**src/rtl/core/assert_macros.svh**
```systemverilog
// Assertion macros shared by the list core RTL.
`ifndef ASSERT_MACROS_SVH
`define ASSERT_MACROS_SVH

// Concurrent assertion on clk, disabled while arst_n is low.
`define ASSERT_CLK(label, prop, msg) \
	label: assert property (@(posedge clk) disable iff (!arst_n) prop) \
		else $error(msg);

`endif

```
**src/rtl/core/plsort_pkg.sv**
```systemverilog
// Package with field widths, request and status codes and defaults of the list core.
package plsort_pkg;

	localparam int FUNC_W = 3;
	localparam int POS_W = 7;
	localparam int VAL_W = 32;
	localparam int STATUS_W = 2;
	localparam int CNT_W = 7;

	localparam int CAPACITY_DEF = 64;
	localparam int DATA_WIDTH_DEF = 32;

	typedef enum logic [FUNC_W-1:0] {
		FN_PUSH_FRONT = 3'd0,
		FN_PUSH_BACK  = 3'd1,
		FN_INSERT     = 3'd2,
		FN_POP_BACK   = 3'd3,
		FN_POP_FRONT  = 3'd4,
		FN_REMOVE     = 3'd5
	} func_t;

	typedef enum logic [STATUS_W-1:0] {
		ST_OK      = 2'd0,
		ST_BAD_POS = 2'd1,
		ST_EMPTY   = 2'd2,
		ST_FULL    = 2'd3
	} status_t;

	// Operation broadcast to every cell of the row.
	typedef enum logic [1:0] {
		OP_NONE,
		OP_INS,
		OP_PRM,
		OP_SRM
	} cell_op_t;

endpackage

```
**src/rtl/core/plsort_cell.sv**
```systemverilog
// One cell of the list row: one entry in position order and one in sorted order.
module plsort_cell #(
	parameter int CAPACITY = plsort_pkg::CAPACITY_DEF,
	parameter int DATA_WIDTH = plsort_pkg::DATA_WIDTH_DEF,
	parameter int IDX = 0
) (
	input  logic                                          clk,
	input  plsort_pkg::cell_op_t                          op,
	input  logic [((($clog2(CAPACITY + 1)) > plsort_pkg::POS_W) ?
		($clog2(CAPACITY + 1)) : plsort_pkg::POS_W)-1:0]   pos,
	input  logic signed [DATA_WIDTH-1:0]                  val,
	input  logic [$clog2(CAPACITY + 1)-1:0]               count,
	input  logic signed [DATA_WIDTH-1:0]                  pos_left,
	input  logic signed [DATA_WIDTH-1:0]                  pos_right,
	input  logic signed [DATA_WIDTH-1:0]                  sort_left,
	input  logic signed [DATA_WIDTH-1:0]                  sort_right,
	input  logic                                          lt_left,
	output logic                                          lt,
	output logic signed [DATA_WIDTH-1:0]                  pos_q,
	output logic signed [DATA_WIDTH-1:0]                  sort_q
);

	localparam int CW = $clog2(CAPACITY + 1);
	localparam int CMPW = (CW > plsort_pkg::POS_W) ? CW : plsort_pkg::POS_W;
	localparam logic [CMPW-1:0] IDX_X = CMPW'(IDX);
	localparam logic [CW-1:0] IDX_C = CW'(IDX);

	logic below_pos;
	logic at_pos;
	logic take_new;

	assign below_pos = IDX_X < pos;
	assign at_pos = IDX_X == pos;
	assign lt = (IDX_C < count) && (sort_q < val);
	assign take_new = (IDX == 0) || lt_left;

	always_ff @(posedge clk) begin
		unique case (op)
			plsort_pkg::OP_INS: begin
				if (!below_pos) begin
					pos_q <= at_pos ? val : pos_left;
				end
				if (!lt) begin
					sort_q <= take_new ? val : sort_left;
				end
			end
			plsort_pkg::OP_PRM: begin
				if (!below_pos) begin
					pos_q <= pos_right;
				end
			end
			plsort_pkg::OP_SRM: begin
				if (!lt) begin
					sort_q <= sort_right;
				end
			end
			default: begin
			end
		endcase
	end

endmodule

```
**config.mk**
```make
export PLATFORM = sky130hd
export DESIGN_NAME = plsort_cell
export DESIGN_NICKNAME = d
export VERILOG_FILES = /design/src/rtl/core/assert_macros.svh /design/src/rtl/core/plsort_pkg.sv /design/src/rtl/core/plsort_cell.sv
export SDC_FILE = /design/constraint.sdc
export NUM_CORES = 1
export LEC_CHECK = 0
export ABC_AREA = 1
export BUFFER_PORTS_ARGS = -buffer_cell sky130_fd_sc_hd__buf_4
export CAP_MARGIN = 10
export CORE_AREA = 2 2 96 98
export CTS_BUF_LIST = sky130_fd_sc_hd__clkbuf_2
export CTS_CLUSTER_SIZE = 12
export DETAILED_ROUTE_END_ITERATION = 16
export DIE_AREA = 0 0 98 100
export PLACE_DENSITY_LB_ADDON = 0.1
export SLEW_MARGIN = 0
export SYNTH_ARGS = -nofsm -noshare
export SYNTH_HDL_FRONTEND = slang
export SYNTH_SLANG_ARGS = --single-unit
```
**constraint.sdc**
```tcl
create_clock -name clk -period 4.2 [get_ports clk]
set_input_delay 0.63 -clock clk [delete_from_list [all_inputs] [get_ports clk]]
set_output_delay 0.63 -clock clk [all_outputs]
set_load 0.1 [all_outputs]
```
---- Yosys cells after proc, flatten, opt, wreduce, memory -nomap -nowiden ----
Cells that the tools add are included.
operators by class
  $lt $le $gt $ge ......................... 3
  equality and inequality tests ........... 7
  muxes and demuxes ....................... 7
  reduce and logical (&&, ||, !) cells .... 6
operator list
  operator                                                                      number
  32-bit 2-to-1 mux                                                             5
  32-bit case mux with 2 select lines                                           2
  32-bit less-than comparator                                                   1
  1-bit by 7-bit less-than comparator with 1-bit output (first input constant)  2
  2-bit != test (second input constant)                                         4
  7-bit zero test                                                               1
  3-bit AND reduction                                                           2
  2-bit equality test (second input constant)                                   2
  2-bit nonzero test                                                            2
  2-bit by 1-bit equality test with 1-bit output (second input constant)        1
  1-bit logical AND                                                             1
word-level totals
  register bits after elaboration ......... 64
  bits of input ports ..................... 178
  output and inout bits ................... 65
  word-level logic and storage cells ...... 25

---- Logic depth before layout (Yosys ltp) ----
  depth in word-level cells ............... 4
  mapped depth ............................ 15
  depth with buffers taken out ............ 15

---- Worst setup path before layout ----
OpenSTA, ideal clock, no wires.
  path kind ............................... register to register
  start ................................... register sort_q[5]
  end ..................................... register sort_q[0] (enable)
  arrival time ............................ 4.141 ns
  setup slack ............................. -0.433 ns
  stages on the path, launching flop included .. 12
  path buffers ............................ 0
  path through ............................ edfxtp_1 -> ha_1 -> a21oi_1 -> nor2_1 -> nor3_1 -> nand2_1 -> nand2_1 -> nand2_1 -> nand2_1 -> a21oi_1 -> nor2_1 -> nor2_1
between the ends
  cells in the longest elaborated chain, start to end .. 4
  elaborated cells on any way between the ends .. 5
ends and longest elaborated chain
  what                               RTL line           source
  start, declared                    plsort_cell.sv:20  output logic signed [DATA_WIDTH-1:0] sort_q
  start signal, assigned             plsort_cell.sv:44  sort_q <= take_new ? val : sort_left;
  start signal, assigned             plsort_cell.sv:54  sort_q <= sort_right;
  32-bit less-than comparator (*)    plsort_cell.sv:34  assign lt = (IDX_C < count) && (sort_q < val);
  1-bit logical AND (*)              plsort_cell.sv:34
  via lt                             plsort_cell.sv:18  output logic lt,
  2-bit != test (no line)            -
  3-bit AND reduction (no line) (*)  -
Mark *: on every way through the listed nets, which the timed path passes. The rest lies on a longest branch.
A chain may end at the register's enable or synchronous reset.

---- Worst setup path in the final report ----
  start ................................... register sort_q[5]
  end ..................................... output lt
between the ends
  cells in the longest elaborated chain, start to end .. 2
ends and longest elaborated chain
  what                         RTL line
  32-bit less-than comparator  plsort_cell.sv:34
  1-bit logical AND            plsort_cell.sv:34
  end, declared                plsort_cell.sv:18
No other way between the ends.

==> results_dict.tcl <==
set metrics [dict create \
    cts-root-buf "clkbuf_2" \
    worst_slack_ps 1020 \
    clk_latency_ps 490 \
    port_buffers 209 \
    antennaDiodeCount 0 \
    grt_pass1_wl_um 17100 \
    final_common_cell "buf_4" \
    path_clk_slew_ps 200 \
    hold_buffers 0 \
    powerDensity_mw_per_mm2 320 \
    die-area_mm2 0.00980 \
    n_fill_cell 794 \
    nets 839 \
    die_x_um 98 \
    cp-start-kind "flip-flop" \
    finalCritPeriodShare_pct 75.6 \
    post-route-min-period_ps 3180 \
    worstPathArrival_ps 2550 \
    rsz0062_at_grt "false" \
    hold_viol 0 \
    detail-route-antenna-nets 0 \
    cts.path.max_buffers 2 \
    top_layer_used "met4" \
    synth_top_area_cell "edfxtp_1" \
    required_ps 3570 \
    die_h_um 100 \
    finalMaxSlewViolations 0 \
    relSlewSlack_pct 34.6 \
    mostFrequentLayoutCells "buf_4 (213), nand2_1 (96), nor2_1 (73)" \
    syn_area_mm2 0.00374 \
    pre_cts_ws_ps 1120 \
    finClkSkew_ps 27.0 \
    tightest_slew_ps 979 \
    firstDrtPassIters 6 \
    finalSetupTns_ps 0 \
    m1WireLength_um 4410 \
    synth_top_area_share_pct 51.4 \
    met3_length_um 949 \
    syn_nets 634 \
    critPathMaxFanout 2 \
    routabilityCongestion 0.788 \
    netlist_instances 425 \
    synth_seq_cells 64 \
    hold_ws_ps 446 \
    final_core_utilization_pct 62.5 \
    ys_seq_area_share_pct 51.4 \
    hold_depth 3 \
    setup_viol 0 \
    grt_pass1_vias 3696 \
    drc 0 \
    cts_buffers 9 \
    wl_per_cell_um 14.8 \
    dpl_cell_area_mm2 0.00542 \
    post-cts-setup-buffer-count 0 \
    leakage_nw 2.68 \
    drive_gt1_share_pct 37.3 \
    synth_top_cells_by_area "edfxtp_1 (51%), ha_1 (10%), nand2_1 (9.8%)" \
    grt_max_degree 65 \
    area_growth_syn_to_layout_pct 48.5 \
    htree_num_levels 3 \
    io-pin-count 243 \
    fin_area_mm2 0.00555 \
    hold_class "input pin to flip-flop" \
    drv_cap 0 \
    cts_tree "yes" \
    post_cts_resized 0 \
    reg2reg_depth 12 \
    grt.overflow.total 0 \
    rows 35 \
    antenna_found_initial 0 \
    initial_utilization_pct 42.1 \
    wl_met2_um 5550 \
    ys_warn_count 0 \
    cts_sinks 64 \
    vdd_drop_max_mv 0.241 \
    vias_per_cell 5.01 \
    cp-end-kind "primary output" \
    fmax_mhz 315 \
    path_class "flip-flop to primary output" \
    routed_wirelength_um 11100 \
    status "complete, no violations" \
    grt_use_total_pct 21.9 \
    postSynthAreaPerCell_um2 8.80 \
    route.vias.total 3734 \
    reg2reg_slack_ps 1420 \
    initialDrtViolationCount 105 \
    hpwl_um 8480 \
    ys_types 21 \
    core_area_mm2 0.00889 \
]
==> cell families (layout without fill, tap and decap cells) <==
kind of cell	after synthesis	after routing	synth area share (%)
buf+inv	61	271	6.46
simple gates	185	185	19.3
mux	1	1	0.301
compound gates	83	83	12.2
flops	64	64	51.4
fa+ha+maj	31	31	10.4
==> power by group <==
| part | total (mW) | switching (mW) | internal, mW |
|---|---|---|---|
| clock | 0.430 | 0.233 | 0.196 |
| sequential | 0.766 | 0.0175 | 0.749 |
| combinational | 0.578 | 0.387 | 0.191 |
| total | 1.77 | 0.638 | 1.14 |
==> final cells by class <==
| class | count | area (um2) | area share (%) |
|---|---|---|---|
| Sequential cell | 64 | 1920 | 34.6 |
| Multi-Input combinational cell | 300 | 1600 | 28.8 |
| Timing Repair Buffer | 213 | 1600 | 28.8 |
| Inverter | 42 | 158 | 2.84 |
| Tap cell | 111 | 139 | 2.50 |
| Clock inverter | 6 | 83.8 | 1.51 |
| Clock buffer | 10 | 50.0 | 0.901 |
==> sequential cells by signal (all words and copies together) (netlist names) <==
| name | flops |
|---|---|
| pos_q | 32 |
| sort_q | 32 |
==> critical path, cell delays in order (launching register included) <==
cell	delay [ps]
edfxtp_1	440
ha_1	300
a21oi_1	180
nor2_1	60
nor3_1	160
nand2_1	100
nand2_1	60
nand2_1	60
nand2_1	80
a21oi_1	70
nor2_2	210
buf_4	330
==> stage by stage <==
step           power [mW]  instances
2_1_floorplan        1.15        425
3_3_place_gp         1.35        730
3_5_place_dp         1.36        730
4_1_cts              1.78        746
5_1_grt              1.86        746
6_report             1.77        746
==> per-layer routing <==
layer	vias up	track usage [%]
li1	1860	-
met1	1700	25.7
met2	159	39.2
met3	15	5.78
met4	0	7.26
met5	-	0
==> worst paths after layout <==
kind | end | from
setup / recovery | lt | sort_q[5]
hold / removal | sort_q[24] | sort_right[24]
setup reg to reg | sort_q[31] | sort_q[5]
hold reg to reg | sort_q[21] | sort_q[31]
==> synth_stat cells (all sizes together) <==
| library cell | n |
|---|---|
| a21oi | 47 |
| nand3 | 4 |
| edfxtp | 64 |
| ha | 31 |
| o21ai | 4 |
| nand4 | 1 |
| nor3 | 4 |
| a31oi | 32 |
| inv | 42 |
| nor4 | 2 |
| nand2 | 98 |
| buf | 6 |
| clkbuf | 13 |
| or2 | 1 |
| nor2 | 75 |
| mux2 | 1 |
Power figures use the tool's default switching activity.
